File: src/rtl/modexp_pkg.sv
// Package for the modular exponentiation core: widths, state encodings, control structs.
`timescale 1ns / 1ps
`default_nettype none
package modexp_pkg;
	localparam int OPERAND_WIDTH = 32;
	localparam int CNT_W = $clog2(OPERAND_WIDTH + 1);
	localparam logic [OPERAND_WIDTH-1:0] MODULUS_RESET = OPERAND_WIDTH'(1000);

	typedef logic [OPERAND_WIDTH-1:0] word_t;

	typedef enum logic [2:0] {
		ST_IDLE,
		ST_REDUCE,
		ST_MULT,
		ST_SQUARE,
		ST_DONE
	} state_t;

	typedef enum logic [1:0] {
		MUL_IDLE,
		MUL_RUN,
		MUL_DONE
	} mul_state_t;

	typedef struct packed {
		logic start;
	} mul_ctrl_t;

	typedef struct packed {
		logic busy;
		logic done;
	} mul_stat_t;
endpackage
`default_nettype wire

File: src/rtl/modular_exponentiation_core.sv
// Top level of the modular exponentiation core: sequencer, operand registers and handshakes.
// Usage:
//  - The user must write modulus through modulus_we / modulus_wdata only while the core is
//    idle (the core does not check). It resets to 1000; modulus 0 or 1 gives a result of 0.
//  - Input channel in_valid / in_stall carries base_value and exponent; a transfer
//    happens on an edge with in_valid high and in_stall low. in_stall is high from the
//    transfer until the result has been taken, so one item is in flight at a time.
//  - Output channel out_valid / out_stall carries power_result; the result holds in an
//    output register while out_stall is high.
// Sequence: the base is first reduced by a bit-serial remainder unit. Then, for every
//  exponent bit up to the highest one, an optional multiply and a square each run
//  through one shared bit-serial multiplier. Exponent zero skips the multiply and
//  square steps; modulus <= 1 skips the reduction as well.
// Reset (arst_n low, asynchronous): the sequencer returns to idle, no result is valid and
//  the modulus register returns to 1000.
`timescale 1ns / 1ps
`default_nettype none
module modular_exponentiation_core (
	input  wire                      clk,
	input  wire                      arst_n,
	input  wire                      modulus_we,
	input  wire [31:0]               modulus_wdata,
	input  wire                      in_valid,
	output logic                     in_stall,
	input  wire [31:0]               base_value,
	input  wire [31:0]               exponent,
	output logic                     out_valid,
	input  wire                      out_stall,
	output logic [31:0]              power_result
);
	import modexp_pkg::*;

	state_t    state_q, state_d;
	word_t     modulus_q;
	word_t     base_q, exp_q, res_q, out_q;
	logic      out_valid_q;
	mul_ctrl_t mul_ctrl, red_ctrl;
	mul_stat_t mul_stat, red_stat;
	word_t     mul_a, mul_b, mul_p, red_r;
	logic      accept;
	logic      trivial;

	// modulus register, masked to the datapath width
	always_ff @(posedge clk or negedge arst_n) begin
		if (!arst_n) begin
			modulus_q <= MODULUS_RESET;
		end else if (modulus_we) begin
			modulus_q <= word_t'(modulus_wdata);
		end
	end

	assign accept  = in_valid && !in_stall;
	assign trivial = (modulus_q <= word_t'(1));

	modexp_reduce u_reduce (
		.clk       (clk),
		.arst_n    (arst_n),
		.ctrl      (red_ctrl),
		.x         (base_q),
		.m         (modulus_q),
		.stat      (red_stat),
		.remainder (red_r)
	);

	// one shared multiplier for both the multiply and the square steps
	assign mul_a = base_q;
	assign mul_b = (state_q == ST_MULT) ? res_q : base_q;

	modexp_mulmod u_mul (
		.clk     (clk),
		.arst_n  (arst_n),
		.ctrl    (mul_ctrl),
		.a       (mul_a),
		.b       (mul_b),
		.m       (modulus_q),
		.stat    (mul_stat),
		.product (mul_p)
	);

	always_ff @(posedge clk or negedge arst_n) begin
		if (!arst_n) begin
			state_q <= ST_IDLE;
		end else begin
			state_q <= state_d;
		end
	end

	always_comb begin
		state_d        = state_q;
		mul_ctrl.start = 1'b0;
		red_ctrl.start = 1'b0;
		case (state_q)
			ST_IDLE: begin
				if (accept) begin
					state_d = ST_REDUCE;
				end
			end
			ST_REDUCE: begin
				// start pulse while the unit is idle, then wait for done
				red_ctrl.start = !red_stat.busy && !trivial;
				if (trivial || red_stat.done) begin
					state_d = (trivial || exp_q == '0) ? ST_DONE
						: (exp_q[0] ? ST_MULT : ST_SQUARE);
				end
			end
			ST_MULT: begin
				mul_ctrl.start = !mul_stat.busy;
				if (mul_stat.done) begin
					state_d = ST_SQUARE;
				end
			end
			ST_SQUARE: begin
				mul_ctrl.start = !mul_stat.busy;
				if (mul_stat.done) begin
					// exp_q is shifted on this edge; look at the next bit now
					if (exp_q[OPERAND_WIDTH-1:1] == '0) begin
						state_d = ST_DONE;
					end else begin
						state_d = exp_q[1] ? ST_MULT : ST_SQUARE;
					end
				end
			end
			ST_DONE: begin
				if (!out_valid_q) begin
					state_d = ST_IDLE;
				end
			end
			default: state_d = ST_IDLE;
		endcase
	end

	// operand registers
	always_ff @(posedge clk) begin
		case (state_q)
			ST_IDLE: begin
				if (accept) begin
					base_q <= word_t'(base_value);
					exp_q  <= word_t'(exponent);
					res_q  <= word_t'(1);
				end
			end
			ST_REDUCE: begin
				if (red_stat.done) begin
					base_q <= red_r;
				end
			end
			ST_MULT: begin
				if (mul_stat.done) begin
					res_q <= mul_p;
				end
			end
			ST_SQUARE: begin
				if (mul_stat.done) begin
					base_q <= mul_p;
					exp_q  <= {1'b0, exp_q[OPERAND_WIDTH-1:1]};
				end
			end
			default: ;
		endcase
	end

	// output register
	always_ff @(posedge clk or negedge arst_n) begin
		if (!arst_n) begin
			out_valid_q <= 1'b0;
		end else if (state_q == ST_DONE && !out_valid_q) begin
			out_valid_q <= 1'b1;
		end else if (out_valid_q && !out_stall) begin
			out_valid_q <= 1'b0;
		end
	end

	always_ff @(posedge clk) begin
		if (state_q == ST_DONE && !out_valid_q) begin
			out_q <= trivial ? '0 : res_q;
		end
	end

	assign in_stall     = (state_q != ST_IDLE) || out_valid_q;
	assign out_valid    = out_valid_q;
	assign power_result = 32'(out_q);

	a_one_in_flight: assert property (@(posedge clk) disable iff (!arst_n)
		state_q != ST_IDLE |-> in_stall) else $error("input taken while busy");
	a_res_reduced: assert property (@(posedge clk) disable iff (!arst_n)
		(state_q == ST_MULT || state_q == ST_SQUARE) && !trivial |-> res_q < modulus_q)
		else $error("running result not reduced");
	a_units_exclusive: assert property (@(posedge clk) disable iff (!arst_n)
		!(mul_stat.busy && red_stat.busy)) else $error("both serial units busy");
	a_out_after_done: assert property (@(posedge clk) disable iff (!arst_n)
		$rose(out_valid_q) |-> $past(state_q) == ST_DONE) else $error("stray result");
endmodule
`default_nettype wire

File: src/rtl/modexp_mulmod.sv
// Bit-serial modular multiplier: one multiplier bit per cycle, double-and-add mod m.
`timescale 1ns / 1ps
`default_nettype none
module modexp_mulmod (
	input  wire                   clk,
	input  wire                   arst_n,
	input  modexp_pkg::mul_ctrl_t ctrl,
	input  modexp_pkg::word_t     a,
	input  modexp_pkg::word_t     b,
	input  modexp_pkg::word_t     m,
	output modexp_pkg::mul_stat_t stat,
	output modexp_pkg::word_t     product
);
	import modexp_pkg::*;

	mul_state_t       state_q, state_d;
	logic [CNT_W-1:0] cnt_q;
	word_t            acc_q, bsh_q, a_q, m_q;
	word_t            dbl, sum;

	// add_mod: (x + y) mod m for x, y < m, without overflow
	function automatic word_t add_mod(input word_t x, input word_t y, input word_t md);
		word_t diff;
		diff = md - y;
		return (x >= diff) ? (x - diff) : (x + y);
	endfunction

	always_comb begin
		dbl = add_mod(acc_q, acc_q, m_q);
		sum = bsh_q[OPERAND_WIDTH-1] ? add_mod(dbl, a_q, m_q) : dbl;
	end

	always_ff @(posedge clk or negedge arst_n) begin
		if (!arst_n) begin
			state_q <= MUL_IDLE;
		end else begin
			state_q <= state_d;
		end
	end

	always_comb begin
		state_d = state_q;
		case (state_q)
			MUL_IDLE: if (ctrl.start) state_d = MUL_RUN;
			MUL_RUN:  if (cnt_q == CNT_W'(1)) state_d = MUL_DONE;
			MUL_DONE: state_d = MUL_IDLE;
			default:  state_d = MUL_IDLE;
		endcase
	end

	always_ff @(posedge clk or negedge arst_n) begin
		if (!arst_n) begin
			cnt_q <= '0;
		end else if (state_q == MUL_IDLE && ctrl.start) begin
			cnt_q <= CNT_W'(OPERAND_WIDTH);
		end else if (state_q == MUL_RUN) begin
			cnt_q <= cnt_q - CNT_W'(1);
		end
	end

	always_ff @(posedge clk) begin
		if (state_q == MUL_IDLE && ctrl.start) begin
			acc_q <= '0;
			bsh_q <= b;
			a_q   <= a;
			m_q   <= m;
		end else if (state_q == MUL_RUN) begin
			acc_q <= sum;
			bsh_q <= {bsh_q[OPERAND_WIDTH-2:0], 1'b0};
		end
	end

	assign stat.busy = (state_q != MUL_IDLE);
	assign stat.done = (state_q == MUL_DONE);
	assign product   = acc_q;

	a_cnt_run: assert property (@(posedge clk) disable iff (!arst_n)
		state_q == MUL_RUN |-> cnt_q != '0) else $error("mulmod counter ran out");
	a_done_one: assert property (@(posedge clk) disable iff (!arst_n)
		state_q == MUL_DONE |=> state_q == MUL_IDLE) else $error("mulmod done held");
	a_result_lt_m: assert property (@(posedge clk) disable iff (!arst_n)
		state_q == MUL_DONE |-> acc_q < m_q) else $error("mulmod result not reduced");
endmodule
`default_nettype wire

File: src/rtl/modexp_reduce.sv
// Bit-serial remainder unit: restoring reduction x mod m, one dividend bit per cycle.
`timescale 1ns / 1ps
`default_nettype none
module modexp_reduce (
	input  wire                   clk,
	input  wire                   arst_n,
	input  modexp_pkg::mul_ctrl_t ctrl,
	input  modexp_pkg::word_t     x,
	input  modexp_pkg::word_t     m,
	output modexp_pkg::mul_stat_t stat,
	output modexp_pkg::word_t     remainder
);
	import modexp_pkg::*;

	mul_state_t             state_q, state_d;
	logic [CNT_W-1:0]       cnt_q;
	word_t                  rem_q, xsh_q, m_q;
	logic [OPERAND_WIDTH:0] shifted;
	word_t                  rem_d;

	always_comb begin
		shifted = {rem_q, xsh_q[OPERAND_WIDTH-1]};
		if (shifted >= {1'b0, m_q}) begin
			rem_d = OPERAND_WIDTH'(shifted - {1'b0, m_q});
		end else begin
			rem_d = shifted[OPERAND_WIDTH-1:0];
		end
	end

	always_ff @(posedge clk or negedge arst_n) begin
		if (!arst_n) begin
			state_q <= MUL_IDLE;
		end else begin
			state_q <= state_d;
		end
	end

	always_comb begin
		state_d = state_q;
		case (state_q)
			MUL_IDLE: if (ctrl.start) state_d = MUL_RUN;
			MUL_RUN:  if (cnt_q == CNT_W'(1)) state_d = MUL_DONE;
			MUL_DONE: state_d = MUL_IDLE;
			default:  state_d = MUL_IDLE;
		endcase
	end

	always_ff @(posedge clk or negedge arst_n) begin
		if (!arst_n) begin
			cnt_q <= '0;
		end else if (state_q == MUL_IDLE && ctrl.start) begin
			cnt_q <= CNT_W'(OPERAND_WIDTH);
		end else if (state_q == MUL_RUN) begin
			cnt_q <= cnt_q - CNT_W'(1);
		end
	end

	always_ff @(posedge clk) begin
		if (state_q == MUL_IDLE && ctrl.start) begin
			rem_q <= '0;
			xsh_q <= x;
			m_q   <= m;
		end else if (state_q == MUL_RUN) begin
			rem_q <= rem_d;
			xsh_q <= {xsh_q[OPERAND_WIDTH-2:0], 1'b0};
		end
	end

	assign stat.busy = (state_q != MUL_IDLE);
	assign stat.done = (state_q == MUL_DONE);
	assign remainder = rem_q;

	a_rem_lt_m: assert property (@(posedge clk) disable iff (!arst_n)
		state_q == MUL_DONE |-> rem_q < m_q) else $error("reduce result not below modulus");
	a_done_one: assert property (@(posedge clk) disable iff (!arst_n)
		state_q == MUL_DONE |=> state_q == MUL_IDLE) else $error("reduce done held");
	a_cnt_run: assert property (@(posedge clk) disable iff (!arst_n)
		state_q == MUL_RUN |-> cnt_q != '0) else $error("reduce counter ran out");
endmodule
`default_nettype wire
File: config.mk
export PLATFORM = sky130hd
export DESIGN_NAME = modular_exponentiation_core
export DESIGN_NICKNAME = d
export VERILOG_FILES = /design/src/rtl/modexp_pkg.sv /design/src/rtl/modular_exponentiation_core.sv /design/src/rtl/modexp_mulmod.sv /design/src/rtl/modexp_reduce.sv
export SDC_FILE = /design/constraint.sdc
export NUM_CORES = 1
export LEC_CHECK = 0
export ABC_AREA = 1
export BUFFER_PORTS_ARGS = -buffer_cell sky130_fd_sc_hd__buf_2
export CORE_MARGIN = 4
export CORE_UTILIZATION = 30
export DETAILED_ROUTE_END_ITERATION = 8
export SETUP_SLACK_MARGIN = 0.5
export SLEW_MARGIN = 10
export SYNTH_ARGS = -nofsm -noshare
export SYNTH_HDL_FRONTEND = slang
export SYNTH_SLANG_ARGS = --single-unit
File: constraint.sdc
create_clock -name clk -period 6.4 [get_ports clk]
set_clock_uncertainty 0.15 [all_clocks]
set_input_delay 0.32 -clock clk [delete_from_list [all_inputs] [get_ports clk]]
set_output_delay 0.32 -clock clk [all_outputs]
set_load 0.01 [all_outputs]
# Word-level counts from Yosys, hierarchy flattened
# Cells that the tools add are included.
# op_classes
n_mux	42
bitwise_logic	0
n_reduce_logical	36
shifts	0
add_sub_neg	9
magnitude_cmp	4
div_mod_pow	0
eq_ne	20
mul	0
# op_table
operator	n
two-way mux 32 bit	15
subtractor 32 bit	5
one-hot mux 32 bit (2 select lines)	2
one-hot mux 32 bit (3 select lines)	1
adder 32 bit	2
greater-or-equal comparator 32 bit	2
greater-or-equal comparator 33 x 32 -> 1 bit	1
<= comparator 32 x 1 -> 1 bit (second input constant)	1
zero test 32 bit	1
zero test 31 bit	1
two-way mux 6 bit	4
two-way mux 3 bit	7
one-hot mux 3 bit (5 select lines)	1
nonzero test 2 bit	7
equality test 6 x 1 -> 1 bit (second input constant)	2
!= test 2 bit (second input constant)	6
subtractor 6 x 1 -> 6 bit (second input constant)	2
two-way mux 2 bit	4
!= test 2 x 1 -> 1 bit (second input constant)	4
one-hot mux 2 bit (2 select lines)	2
equality test 3 x 2 -> 1 bit (second input constant)	2
logical AND 1 bit	6
zero test 1 bit	6
two-way mux 1 bit	6
other kinds (13)	21
# word_totals
out_inout_bits	34
inputBits	101
regBits	404
mem_bits_rw	0
n_memories	0
romBits	0
latch_bits	0
word_cells	129

# Depth between registers and ports, before layout
# depth
word_depth	6
mapped_depth	46
mapped_depth_nobuf	45

# Modules after synthesis
# From an unflattened synthesis, not the netlist that was laid out.
# hier_totals
hier_cells	4155
area_unflattened_um2	29568.4
# by_module_without_submodules
module	area_per_inst_um2	instances	seq_area_each_um2	cells_per_inst
modexp_mulmod	15220.8	1	3723.6	2380
modular_exponentiation_core	7490.9	1	4752.1	779
modexp_reduce	6856.6	1	2762.6	996

# Least setup slack after synthesis
# Ideal clock, no wire load.
# synth_timing
path_type	reg-to-reg
start	register u_mul.m_q[0]
end	register u_mul.acc_q[15] (netlist: u_mul.product[15])
required_time_ps	6131
setup_ps	119
n_path_buf	4
path_stages_with_launch	40
synth_period_minus_slack_ps	6670
arrival_time_ps	6401
setup_slack_ps	-270
cell_sequence	edfxtp_1 -> inv_1 -> ha_1 -> inv_1 -> fa_1 -> a21oi_1 -> o21bai_1 -> a21boi_1 -> o21ai_0 -> a21boi_1 -> o21ai_0 -> a21boi_1 -> o21ai_0 -> a211oi_1 -> o21ai_0 -> xor2_1 -> ha_1 -> nand2_1 -> (+4 left out) -> nand2_4 -> buf_8 -> buf_6 -> clkbuf_1 -> nand2_1 -> o21ai_0 -> inv_1 -> ha_1 -> a21oi_1 -> o21ai_0 -> nand2_1 -> o311ai_0 -> a31oi_2 -> a21boi_4 -> buf_4 -> nand2_1 -> nand3_1 -> a21oi_1
# synth_via
elab_chain_cells	6
word_cells_on_any_way	10
cone_classes	5 x add/sub; 2 x order compare; 3 x mux
# synth_rtl
item	line_no	rtl
start, declared	modexp_mulmod.sv:18	word_t acc_q, bsh_q, a_q, m_q;
start signal, assigned	modexp_mulmod.sv:66	m_q <= m;
subtractor 32 bit	modexp_mulmod.sv:24	diff = md - y;
subtractor 32 bit or greater-or-equal comparator 32 bit (tied branches)	modexp_mulmod.sv:25	return (x >= diff) ? (x - diff) : (x + y);
two-way mux 32 bit	modexp_mulmod.sv:25	
adder 32 bit, or another cell as far along	modexp_mulmod.sv:25	
two-way mux 32 bit	modexp_mulmod.sv:25	
two-way mux 32 bit *	modexp_mulmod.sv:30	sum = bsh_q[OPERAND_WIDTH-1] ? add_mod(dbl, a_q, m_q) : dbl;
end signal, assigned	modexp_mulmod.sv:68	acc_q <= sum;
end, declared	modexp_mulmod.sv:18	
# Every way passes the cells marked *; elsewhere a longest branch is shown, timed or not.
# A chain may end at the register's enable or synchronous reset.

# Final worst setup path
# layout_timing
start	register u_mul.m_q[0]
end	register u_mul.acc_q[17] (netlist: u_mul.product[17])
# Same word-level chain as after synthesis.

==> impl_metrics.ini <==
[sta]
timing.final.crit_share_pct = 99.3
timing.final.ws_setup_ns = 0.0427
slew_headroom_pct = 24.8
fin_crit_ns = 6.36
rsz0062_at_grt = true
worstMarginPinSlew_ns = 1.13
drv_slew = 0
hold_violations = 0
setup_viol_count_final = 0
fmax_mhz = 157
final.setup.tns_ns = 0

[synthesis]
synth_edf_count = 288
synth_cells = 3582
synthArstFlopShare_pct = 12.9
ys.flop_type = edfxtp_1
synthSimpleGateAreaFrac_pct = 24.0
synth.distinct_cells = 63
yosysSeqAreaShare_pct = 40.4
synth_top_area_cell = edfxtp_1
synth_xor_area_share_pct = 4.22
muxShareOfSynthArea_pct = 1.01
synthesis.nets = 3869
synth.area.top_cells = edfxtp_1 31%, nand2_1 13%, ha_1 8.2%
syn_avg_cell_area_um2 = 7.77
netlist_area_um2 = 27800
synth_top_family_by_area = simple AND/OR/NAND/NOR gates
synth_warnings = 0
ys_seq_elements = 404
synth-compound-area-share_pct = 13.4
synth_fa_ha_area_share_pct = 8.47
synth_top_area_share_pct = 31.1

[grt]
grt_max_degree = 78
grt_pass1_wl_mm = 150
grt_usage_pct = 19.8
grt_pass1_vias = 25425
grt.overflow.total = 0
antenna_found_initial = 1

[critical_path]
cp.arrival_ns = 6.68
cpMostUsedCell = nand2_1
worst_path_max_delay_cell = ha_2
end_kind = register
start_kind = register
crit_buf_inv = 6
path_class = register to register
cpPeakStageDelay_ns = 0.42
path_delay_family = compound AO/OA/AOI/OAI gates
worstPathMaxFanout = 8
cp.required_ns = 6.73

[final_layout]
post-route-util_pct = 41.5
num_antenna_cells = 0
fin_nets = 4539
fill_cells = 9144
syn2layout_area_growth_pct = 37.0
final_layout_size_suffix_gt1_share_pct = 27.5

[floorplanning]
die_h_um = 313
start_util_pct = 30.3
num_rows = 111
die-area_um2 = 97700
ios = 135
die_w_um = 313
coreArea_um2 = 91800

[routing]
drc_errors = 0
routedWlPerCell_um = 18.5
vias = 27066
dr.pass1.iters = 5
vias_per_cell = 4.90
ant_nets = 0
wl_mm = 102
drt_iter0_markers = 2302

[placement]
dp_hpwl_mm = 79.2
dp_slack_ns = -0.562
gp_congestion = 0.953
port_buffers = 134

[clocking]
cts_tree = built
clk-insertion-delay-late_ns = 0.58
clk_path_buf_depth = 3
cts_made_buffers = 43
h-tree-depth = 2
cts.sinks = 404
clk_pin_slew_ns = 0.06
cts-root-buf = clkbuf_16

[outcome]
status = finished clean

[min_path]
hold_path_class = input port to register

[job]
maxCapViolCount = 0
routing by layer:
layer  GRT usage (%)  wire (µm)
met1            26.9      44500
met2            33.2      47200
met3            1.96       6150
met4            6.84       4110
met5               0         10
through the flow:
stage | cell area [µm²] | hold slack [ns] | instances
finish | 38100 | 0.0929 | 5529
global route | 38100 | 0.138 | 5529
CTS | 37100 | 0.0836 | 5504
detailed placement | 33200 | 0.328 | 5287
global placement | 33200 | 0.321 | 5287
floorplan | 28200 | -0.126 | 3582
path summary, 6_finish.rpt:
kind / startpoint / end / slack [ns] / cells after the start
worst max register to register: u_mul.m_q[0]$_DFFE_PP_ / u_mul.product[17]$_SDFFE_PP0P_ / 0.04 / 41
worst min register to register: u_mul.cnt_q[3]$_DFFE_PN0P_ / u_mul.cnt_q[3]$_DFFE_PN0P_ / 0.34 / 1
worst min-delay path: base_value[31] / base_q[31]$_DFFE_PP_ / 0.09 / 3
min in group asynchronous: arst_n / modulus_q[24]$_DFFE_PN0P_ / 0.27 / 3
max in group asynchronous: arst_n / u_mul.cnt_q[4]$_DFFE_PN0P_ / 5.35 / 3
worst max-delay path: u_mul.m_q[0]$_DFFE_PP_ / u_mul.product[17]$_SDFFE_PP0P_ / 0.04 / 41
cell usage after synthesis (5+ instances only):
master / instances
or2_2: 7
nor2_1: 287
nor3_1: 32
nand2_4: 12
nand2_1: 958
xor2_1: 71
dfstp_2: 6
o21ai_1: 12
buf_1: 5
nand3_1: 166
nand3_2: 18
inv_2: 10
nand3b_1: 16
a21boi_1: 7
o31ai_1: 9
a221oi_1: 8
a21o_1: 9
nand2_2: 15
a211oi_1: 11
o211ai_1: 6
ha_1: 182
nor4_1: 20
a21boi_0: 12
o221ai_1: 36
buf_2: 6
o21a_1: 10
o21ai_0: 193
buf_6: 6
inv_1: 510
o22ai_1: 21
a31oi_1: 46
clkbuf_1: 68
a21oi_1: 247
dfrtp_1: 46
nand4_1: 26
o21bai_1: 9
mux2_2: 25
dfxtp_1: 64
edfxtp_1: 288
xnor2_1: 63
area by class of cell:
type / instances / area (µm²) / share of cell area [%]
repair buffers: 711 / 5560 / 14.6
multi-input cells: 2567 / 16300 / 42.7
clock buffers: 57 / 1170 / 3.06
well taps: 1243 / 1560 / 4.08
inverters: 524 / 1980 / 5.18
flip-flops and latches: 404 / 11200 / 29.5
clock inverters: 22 / 353 / 0.925
repair inverters: 1 / 6.26 / 0.0164
worst reg2reg max path, delay by kind of cell (launching register included):
family / cells / cell delay (ns)
AND/OR/NAND/NOR: 18 / 1.72
buffers and inverters: 6 / 0.74
AO/OA/AOI/OAI: 12 / 1.95
XOR/XNOR: 1 / 0.19
flip-flops: 1 / 0.40
adder cells (fa/ha/maj): 4 / 1.10
placed cells by master, fill, tap and decap left out, types with 20 or more instances in the layout:
master / count
nand3_1: 130
a21oi_2: 54
nor2_1: 243
nand4_1: 26
xor2_1: 71
nand2_1: 857
clkbuf_16: 46
nor2_2: 32
buf_2: 134
ha_4: 35
dlygate4sd3_1: 96
nor3_1: 20
nand2_2: 99
xnor2_1: 61
o21ai_2: 27
o221ai_1: 36
o22ai_1: 20
a31oi_1: 43
buf_4: 448
edfxtp_1: 288
o21ai_1: 38
ha_1: 145
nand2_4: 26
dfrtp_1: 46
inv_2: 37
nor2_4: 20
dfxtp_1: 64
mux2_2: 25
a21oi_1: 186
inv_1: 481
nand3_2: 49
o21ai_0: 135
cell families (layout without fill, tap and decap cells):
group,count (synthesis),in the layout
XOR/XNOR,134,134
buffers and inverters,611,1315
multiplexers,25,25
AND/OR/NAND/NOR,1574,1574
flip-flops,404,404
AO/OA/AOI/OAI,648,648
adder cells (fa/ha/maj),186,186
repair_timing:
action,CTS,global route
resized for setup,275,209
setup endpoints to repair,32,32
gates cloned,4,4
pin swaps,80,89
endpoints found under the hold margin,141,0
hold buffers,96,0
buffers inserted,38,21
Power is not shown: default switching activity piles up to over one toggle a cycle in this logic, so the estimate is an artifact.
